==> config.mk <==
export PLATFORM = sky130hd
export DESIGN_NAME = mouse_click_drag_classifier_unit
export DESIGN_NICKNAME = d
export VERILOG_FILES = /design/src/sv/mcdc_pkg.sv /design/src/sv/mouse_click_drag_classifier_unit.sv
export VERILOG_INCLUDE_DIRS = /design/src /design/src/sv
export SDC_FILE = /design/constraint.sdc
export NUM_CORES = 2
export LEC_CHECK = 0
export ABC_CLOCK_PERIOD_IN_PS = 5200
export BUFFER_PORTS_ARGS = -buffer_cell sky130_fd_sc_hd__buf_2
export CORE_ASPECT_RATIO = 0.5
export CORE_MARGIN = 5
export CORE_UTILIZATION = 40
export CTS_BUF_LIST = sky130_fd_sc_hd__clkbuf_4
export CTS_CLUSTER_DIAMETER = 120
export CTS_CLUSTER_SIZE = 30
export DETAILED_ROUTE_END_ITERATION = 8
export SLEW_MARGIN = 20
export SYNTH_ARGS = -nofsm -noshare
export SYNTH_HDL_FRONTEND = slang
export SYNTH_SLANG_ARGS = --single-unit
==> constraint.sdc <==
create_clock -name clock -period 5.2 [get_ports clock]
set_input_delay 0.26 -clock clock [delete_from_list [all_inputs] [get_ports clock]]
set_output_delay 0.26 -clock clock [all_outputs]
set_load 0.05 [all_outputs]
==> src/sv/mouse_click_drag_classifier_unit_macros.svh <==
// Assertion macros for the mouse click/drag classifier unit.
// Define ASSERT_OFF to compile all checks out; no other dependencies.
`ifndef MOUSE_CLICK_DRAG_CLASSIFIER_UNIT_MACROS_SVH
`define MOUSE_CLICK_DRAG_CLASSIFIER_UNIT_MACROS_SVH

`ifndef ASSERT_OFF

// Clocked check, disabled while reset is high.
`define MCDC_ASSERT(name, clk, rst, prop, msg) \
   name: assert property (@(posedge clk) disable iff (rst) prop) else $error(msg);

// Clocked check that also holds during reset.
`define MCDC_ASSERT_ALWAYS(name, clk, prop, msg) \
   name: assert property (@(posedge clk) prop) else $error(msg);

`else

`define MCDC_ASSERT(name, clk, rst, prop, msg)
`define MCDC_ASSERT_ALWAYS(name, clk, prop, msg)

`endif

`endif

==> src/sv/mcdc_pkg.sv <==
// Package for the mouse click/drag classifier: beat types, register indexes,
// reset values and event bit positions. No dependencies.
`default_nettype none

package mcdc_pkg;

   // Input beat: one per frame tick
   typedef struct packed {
      logic [31:0]        time_now;
      logic signed [15:0] pos_x;
      logic signed [15:0] pos_y;
      logic               left_down;
      logic               middle_down;
      logic               right_down;
      logic               wheel_up;
      logic               wheel_down;
   } req_type;

   // Result beat
   typedef struct packed {
      logic [17:0] event_mask;
      logic [31:0] left_hold_ms;
   } rsp_type;

   localparam int unsigned CSR_INDEX_W = 2;
   localparam int unsigned CSR_DATA_W  = 16;

   typedef enum logic [CSR_INDEX_W-1:0] {
      REG_CLICK_MAX  = 2'd0,
      REG_MOVE_TOL   = 2'd1,
      REG_REPEAT     = 2'd2,
      REG_DBL_CLICK  = 2'd3
   } csr_index_type;

   localparam logic [15:0] CLICK_MAX_RESET = 16'd500;
   localparam logic [7:0]  MOVE_TOL_RESET  = 8'd4;
   localparam logic [15:0] REPEAT_RESET    = 16'd1000;
   localparam logic [15:0] DBL_RESET       = 16'd500;

   localparam int unsigned NUM_BTN = 3;
   localparam int unsigned BTN_L   = 0;
   localparam int unsigned BTN_M   = 1;
   localparam int unsigned BTN_R   = 2;

   // Event mask bit positions
   localparam logic [4:0] EV_MOVE    = 5'd0;
   localparam logic [4:0] EV_LCLICK  = 5'd3;
   localparam logic [4:0] EV_LDBL    = 5'd4;
   localparam logic [4:0] EV_LDRAG   = 5'd5;
   localparam logic [4:0] EV_LREPEAT = 5'd6;
   localparam logic [4:0] EV_RDRAG   = 5'd15;
   localparam logic [4:0] EV_WHEELUP = 5'd16;
   localparam logic [4:0] EV_WHEELDN = 5'd17;

   // Per-button positions, indexed left, middle, right
   localparam logic [4:0] EV_DOWN [NUM_BTN] = '{5'd1, 5'd7, 5'd11};
   localparam logic [4:0] EV_UP   [NUM_BTN] = '{5'd2, 5'd8, 5'd12};
   localparam logic [4:0] EV_CLK  [NUM_BTN] = '{5'd3, 5'd9, 5'd13};
   localparam logic [4:0] EV_DBL  [NUM_BTN] = '{5'd4, 5'd10, 5'd14};

endpackage

`default_nettype wire

==> src/sv/mouse_click_drag_classifier_unit.sv <==
// Mouse click/drag classifier, top level. Depends on mcdc_pkg and the
// assertion macros header.
// Each accepted req beat gives its rsp beat in the next cycle, from the output register.
// Throughput: one beat per cycle; the single output register sets the rate,
//   and req_ready stays high while the rsp beat is taken in the same cycle.
// Reset (synchronous, active high): config registers to their defaults,
//   pointer/button/timestamp history to zero, output register empty.
`default_nettype none

`include "mouse_click_drag_classifier_unit_macros.svh"

module mouse_click_drag_classifier_unit (
   input  wire logic                                clock,
   input  wire logic                                reset,
   // request channel
   input  wire logic                                req_valid,
   output logic                                     req_ready,
   input  wire mcdc_pkg::req_type                   req_data,
   // response channel
   output logic                                     rsp_valid,
   input  wire logic                                rsp_ready,
   output mcdc_pkg::rsp_type                        rsp_data,
   // config writes
   input  wire logic                                csr_write,
   input  wire logic [mcdc_pkg::CSR_INDEX_W-1:0]    csr_index,
   input  wire logic [mcdc_pkg::CSR_DATA_W-1:0]     csr_wdata
);
   import mcdc_pkg::*;

   // ---------------------------------------------------------------
   // Config registers
   // ---------------------------------------------------------------
   logic [15:0] click_max_ff;
   logic [7:0]  move_tol_ff;
   logic [15:0] repeat_ff;
   logic [15:0] dbl_click_ff;

   always_ff @(posedge clock) begin
      if (reset) begin
         click_max_ff <= CLICK_MAX_RESET;
         move_tol_ff  <= MOVE_TOL_RESET;
         repeat_ff    <= REPEAT_RESET;
         dbl_click_ff <= DBL_RESET;
      end else if (csr_write) begin
         case (csr_index_type'(csr_index))
            REG_CLICK_MAX: click_max_ff <= csr_wdata;
            REG_MOVE_TOL:  move_tol_ff  <= csr_wdata[7:0];
            REG_REPEAT:    repeat_ff    <= csr_wdata;
            REG_DBL_CLICK: dbl_click_ff <= csr_wdata;
            default: ;
         endcase
      end
   end

   // ---------------------------------------------------------------
   // Handshake: the output register frees up when its beat is taken,
   // so a new req beat can land in the same cycle.
   // ---------------------------------------------------------------
   logic    rsp_valid_ff;
   rsp_type rsp_data_ff;
   logic    req_fire;

   assign req_ready = !rsp_valid_ff || rsp_ready;
   assign req_fire  = req_valid && req_ready;

   // ---------------------------------------------------------------
   // History state
   // ---------------------------------------------------------------
   logic [15:0]        prev_x_ff, prev_x_in;
   logic [15:0]        prev_y_ff, prev_y_in;
   logic [NUM_BTN-1:0] prev_btn_ff, prev_btn_in;
   logic [31:0]        press_time_ff [NUM_BTN];
   logic [31:0]        press_time_in [NUM_BTN];
   logic [31:0]        last_click_ff [NUM_BTN];
   logic [31:0]        last_click_in [NUM_BTN];
   // press position, entry 0 left, entry 1 right
   logic [15:0]        press_x_ff [2];
   logic [15:0]        press_x_in [2];
   logic [15:0]        press_y_ff [2];
   logic [15:0]        press_y_in [2];

   rsp_type            rsp_in;

   // ---------------------------------------------------------------
   // Classification, all in one pass against the stored history
   // ---------------------------------------------------------------
   always_comb begin
      logic               moved;
      logic [NUM_BTN-1:0] cur;
      logic [17:0]        mask;
      logic [31:0]        hold;
      logic [31:0]        press_age [NUM_BTN];
      logic [31:0]        click_age [NUM_BTN];
      logic signed [16:0] dx [2];
      logic signed [16:0] dy [2];
      logic [16:0]        adx [2];
      logic [16:0]        ady [2];
      logic [NUM_BTN-1:0] near;
      logic               click;

      prev_x_in   = req_data.pos_x;
      prev_y_in   = req_data.pos_y;
      cur         = {req_data.right_down, req_data.middle_down, req_data.left_down};
      prev_btn_in = cur;
      press_time_in = press_time_ff;
      last_click_in = last_click_ff;
      press_x_in    = press_x_ff;
      press_y_in    = press_y_ff;

      moved = (req_data.pos_x != prev_x_ff) || (req_data.pos_y != prev_y_ff);
      mask  = '0;
      hold  = '0;
      mask[EV_MOVE] = moved;

      // Press-to-release offset per axis, exact 17-bit signed difference
      for (int k = 0; k < 2; k++) begin
         dx[k]  = $signed({press_x_ff[k][15], press_x_ff[k]})
                - $signed({req_data.pos_x[15], req_data.pos_x});
         dy[k]  = $signed({press_y_ff[k][15], press_y_ff[k]})
                - $signed({req_data.pos_y[15], req_data.pos_y});
         adx[k] = dx[k][16] ? 17'(-dx[k]) : 17'(dx[k]);
         ady[k] = dy[k][16] ? 17'(-dy[k]) : 17'(dy[k]);
      end
      // middle button has no position tolerance
      near[BTN_L] = (adx[0] <= {9'd0, move_tol_ff}) && (ady[0] <= {9'd0, move_tol_ff});
      near[BTN_M] = 1'b1;
      near[BTN_R] = (adx[1] <= {9'd0, move_tol_ff}) && (ady[1] <= {9'd0, move_tol_ff});

      for (int b = 0; b < NUM_BTN; b++) begin
         press_age[b] = req_data.time_now - press_time_ff[b];
         click_age[b] = req_data.time_now - last_click_ff[b];
         click = 1'b0;
         if (!prev_btn_ff[b] && cur[b]) begin
            mask[EV_DOWN[b]] = 1'b1;
            press_time_in[b] = req_data.time_now;
         end
         if (prev_btn_ff[b] && !cur[b]) begin
            mask[EV_UP[b]] = 1'b1;
            click = (press_age[b] < {16'd0, click_max_ff}) && near[b];
         end
         if (click) begin
            mask[EV_CLK[b]] = 1'b1;
            mask[EV_DBL[b]] = click_age[b] < {16'd0, dbl_click_ff};
            last_click_in[b] = req_data.time_now;
         end
      end

      if (!prev_btn_ff[BTN_L] && cur[BTN_L]) begin
         press_x_in[0] = req_data.pos_x;
         press_y_in[0] = req_data.pos_y;
      end
      if (!prev_btn_ff[BTN_R] && cur[BTN_R]) begin
         press_x_in[1] = req_data.pos_x;
         press_y_in[1] = req_data.pos_y;
      end

      // Left held across both ticks: hold time, drag and auto-repeat
      if (cur[BTN_L] && prev_btn_ff[BTN_L]) begin
         hold             = press_age[BTN_L];
         mask[EV_LDRAG]   = moved;
         mask[EV_LREPEAT] = hold > {16'd0, repeat_ff};
      end
      mask[EV_RDRAG]    = cur[BTN_R] && prev_btn_ff[BTN_R] && moved;
      mask[EV_WHEELUP]  = req_data.wheel_up;
      mask[EV_WHEELDN]  = req_data.wheel_down;

      rsp_in.event_mask   = mask;
      rsp_in.left_hold_ms = hold;
   end

   // History updates only on an accepted req beat
   always_ff @(posedge clock) begin
      if (reset) begin
         prev_x_ff   <= '0;
         prev_y_ff   <= '0;
         prev_btn_ff <= '0;
         for (int b = 0; b < NUM_BTN; b++) begin
            press_time_ff[b] <= '0;
            last_click_ff[b] <= '0;
         end
         for (int k = 0; k < 2; k++) begin
            press_x_ff[k] <= '0;
            press_y_ff[k] <= '0;
         end
      end else if (req_fire) begin
         prev_x_ff     <= prev_x_in;
         prev_y_ff     <= prev_y_in;
         prev_btn_ff   <= prev_btn_in;
         press_time_ff <= press_time_in;
         last_click_ff <= last_click_in;
         press_x_ff    <= press_x_in;
         press_y_ff    <= press_y_in;
      end
   end

   // ---------------------------------------------------------------
   // Output register
   // ---------------------------------------------------------------
   always_ff @(posedge clock) begin
      if (reset) begin
         rsp_valid_ff <= 1'b0;
      end else if (req_fire) begin
         rsp_valid_ff <= 1'b1;
      end else if (rsp_ready) begin
         rsp_valid_ff <= 1'b0;
      end
   end

   always_ff @(posedge clock) begin
      if (req_fire) begin
         rsp_data_ff <= rsp_in;
      end
   end

   assign rsp_valid = rsp_valid_ff;
   assign rsp_data  = rsp_data_ff;

   // ---------------------------------------------------------------
   // Checks
   // ---------------------------------------------------------------
   `MCDC_ASSERT(a_dbl_needs_click, clock, reset, rsp_valid_ff && rsp_data_ff.event_mask[EV_LDBL] |-> rsp_data_ff.event_mask[EV_LCLICK], "left double click without click")
   `MCDC_ASSERT(a_hold_needs_left, clock, reset, req_fire && !req_data.left_down |=> rsp_data_ff.left_hold_ms == 32'd0, "left hold time nonzero with left released")
   `MCDC_ASSERT(a_no_overrun, clock, reset, rsp_valid_ff && !rsp_ready |-> !req_ready, "req beat accepted over a stalled rsp beat")
   `MCDC_ASSERT_ALWAYS(a_reset_empty, clock, $past(reset) |-> !rsp_valid_ff, "rsp valid right after reset")

endmodule

`default_nettype wire

==> reports/results.txt <==
Status: finished clean
Final Critical Period: 5140 ps
Hold Startpoint: req_data[24]
Syn Inst Count: 4490
Part of the power in combinational logic: 43.4%
Sequential cell area: 0.00849 mm^2
Clock Skew: 84.2 ps
Number of global-route vias before repair: 32.8k
First-pass GRT wire length: 182000 um
RR Startpoint: press_y_ff[2]$_SDFFE_PP0P_
Port bufs: 143
Compound-Gate Fraction of Synth Area: 22.9%
Setup CP Type: reg -> reg
Critical path arrival: 6020 ps
Synth top area share: 20.3%
Adder-cell share of the synthesized area: 14.9%
Routed len/inst: 19.7 um
Worst-path fanout max: 8
Reg2Reg Depth: 23
Num rows: 76
Final antenna-violating net count: 0
Synth Area in Simple Gates: 22.4%
Unrepaired setup endpoints after global routing: true
Clock power frac: 15.9%
Leak Pwr: 16.7 nW
Critical Path End: last_click_ff[4]$_SDFFE_PP0P_
Share of layout cells above drive strength 1: 13.5%
Slew HR: 23.7%
Met1 usage: 33.4%
Via Count: 34.3k
Final GP Congestion: 0.920
Area delta synth->final: 17.8%
Number of DRC markers in iteration 0: 2366
WP data required: 6080 ps
YS warnings: 0
Synth Cell Area: 0.0343 mm^2
Async SR Flop Fraction: 0%
CTS Buffer Depth: 3
Total congestion overflow: 0
Peak VDD IR: 0.165 mV
H-tree depth: 1
Die width: 424 um
CTS tree: built
Pre-antenna DRT Iters: 6
EDFF count, synth: 50
Final Hold Vio Count: 0
Slew @ Worst Pin: 1140 ps
Total Routed Length: 119000 um
XOR/XNOR Fraction of Synth Area: 5.79%
Reg2Reg Setup Slack: 60 ps
Most frequent cells in the layout: nand2_1 (667), a21oi_1 (467), ha_1 (389)
CORE AREA: 0.0856 mm^2
Die area: 0.0922 mm^2
Antenna violations before repair: 6
Library cells used by synthesis: 94
Worst min path class: in -> reg
Clock Latency Late Sink: 960 ps
Hpwl dp: 92100 um
Ports: 144
Psw: 3.21 mW
Worst Setup End Kind: register
Fmax: 0.194 GHz
Main synth FF type: dfxtp_1
Hold WS: 117 ps
Multi-input gate area: 0.0244 mm^2
Startpoint class of the critical path: register
Top cell type by total area after synthesis: dfxtp_1
Busiest grt layer: met2
GRT Resource Usage Total: 24.6%
Met2 usage: 42.0%
Multiplexer area fraction after synthesis: 3.56%
Internal power: 4.91 mW
DRC: 0
Sw frac: 39.5%
Nets: 5430
Placed Instances: 5912
Final Non-Filler Cells: 6078
Seq/Total Area, Yosys: 24.7%
Clock transition at path regs: 320 ps
Largest net degree at the start of global routing: 192
Via density per instance: 5.65
Crit path launch: press_y_ff[2]$_SDFFE_PP0P_
Met3 usage: 2.44%
P per Cell Area: 201 mW/mm^2
Commonest non-fill, non-tap cell in the layout: nand2_1
Root buf cell: clkbuf_4
Reg-to-Reg End: last_click_ff[4]$_SDFFE_PP0P_
Mapped Nets: 4984
Avg Inst Size Synth: 7.65 um^2
#FFs+latches synth: 398
# setup viols final: 0
Sink Count: 398
Tcrit/Tclk final: 98.9%
Fin. max-slew vios: 0
Filler cells: 8618
Initial core utilization: 40.1%
Top cells by area, synth: dfxtp_1 (20%), ha_1 (14%), nand2_1 (7.3%)
Cts bufs inserted: 17
Reg power frac: 40.7%
Max cap viols: 0
Main combinational cell family by area after synthesis: compound AO/OA/AOI/OAI gates
Die height: 217 um
-- power by group through the flow --
| stage | Sequential [mW] | Combinational, mW | Clock, mW |
|---|---|---|---|
| global route | 3.32 | 3.86 | 1.44 |
| floorplan | 3.42 | 2.09 | 0 |
| CTS | 3.30 | 3.40 | 1.35 |
| detailed placement | 3.35 | 3.29 | 0 |
| global placement | 3.35 | 3.24 | 0 |
| finish | 3.30 | 3.53 | 1.29 |
-- layer usage --
metal / up-vias / share of wire [%]
met5: - / 0.046
met4: 8 / 3.1
met3: 173 / 4.9
met2: 901 / 46
met1: 16400 / 46
li1: 16800 / -
-- how the worst min path moves through the flow --
stage                                         endpoint  slack, ps  cells past startpoint
after floorplan                 rsp_data[48]$_DFFE_PP_        360                      0
after global placement          rsp_data[49]$_DFFE_PP_        440                      1
after detailed placement        rsp_data[49]$_DFFE_PP_        440                      1
after CTS                   press_x_ff[3]$_SDFFE_PP0P_         20                      4
after global routing      click_max_ff[9]$_SDFFE_PP0P_         60                      4
final                       press_x_ff[3]$_SDFFE_PP0P_        120                      4
-- per-stage QoR --
stage	instance area [um^2]	setup WS (ps)	total power [mW]	setup TNS (ps)	utilization (%)
after floorplan	34300	93.7	5.51	0	-
after global placement	38300	-479	6.59	-15660	44.7
after detailed placement	38300	-624	6.64	-18980	44.7
after CTS	39900	13.4	8.05	0	46.6
after global routing	40400	-146	8.61	-1700	47.2
final	40400	56.9	8.12	0	47.3
-- timing repair --
item	in CTS	in global routing
hold endpoints to repair	374	0
gates resized for setup	42	107
pin swaps	24	88
gates cloned	3	2
setup endpoints to repair	37	102
setup buffers	7	13
hold buffers	111	0
-- layout make-up --
cell class | count | share of cell area [%]
multi-input cells | 3568 | 60.3
flip-flops and latches | 398 | 21.0
repair buffers | 593 | 11.3
well taps | 1131 | 3.50
inverters | 358 | 3.33
clock buffers | 24 | 0.446
clock inverters | 3 | 0.0743
diodes | 3 | 0.0186
-- cells in the mapped netlist (23+ instances only) --
library cell and count:
nand2_1 671, o21bai_1 27, a21oi_1 480, nor4_1 27
nand2b_1 178, o21ai_0 160, a21o_1 99, xor2_1 74
o21a_1 57, dfxtp_1 348, edfxtp_1 50, a211oi_1 37
a211o_1 23, nand3_1 65, and3_1 53, clkbuf_1 140
inv_1 358, nor3_1 76, nor2_1 259, nor2b_1 53
xnor2_1 153, o211ai_1 36, mux2i_1 112, nand4_1 66
a31oi_1 39, ha_1 392
-- state kept, by name, indices dropped and copies added (netlist names), 32 cells and up --
register and cells:
last_click_ff 96, rsp_data 50, press_y_ff 32, press_time_ff 96
press_x_ff 32
-- kinds of logic after synthesis --
kind of cell               after synthesis
adders and majority gates              402
buffers and inverters                  524
DFF                                    398
AOI/OAI and AO/OA                     1223
and+or+nand+nor                       1595
xor gates and xnor gates               227
muxes                                  121
-- critical path: stages (launching register included) --
cell and delay, ps:
dfxtp_1 400, ha_1 310, nor2b_2 170, o31a_1 290, buf_4 160, buf_4 140, o21a_1 160, o211ai_1 150
buf_4 160, a31oi_4 90, xnor2_2 170, ha_1 310, nand2_1 90, o31ai_2 180, buf_4 140, nand4b_1 90
or3_1 340, nor3_2 180, nand4_1 140, nor3b_2 170, nand4_1 100, or4_4 680, buf_16 250, mux2i_2 180
Note: power is estimated with default switching activity, not from simulation.
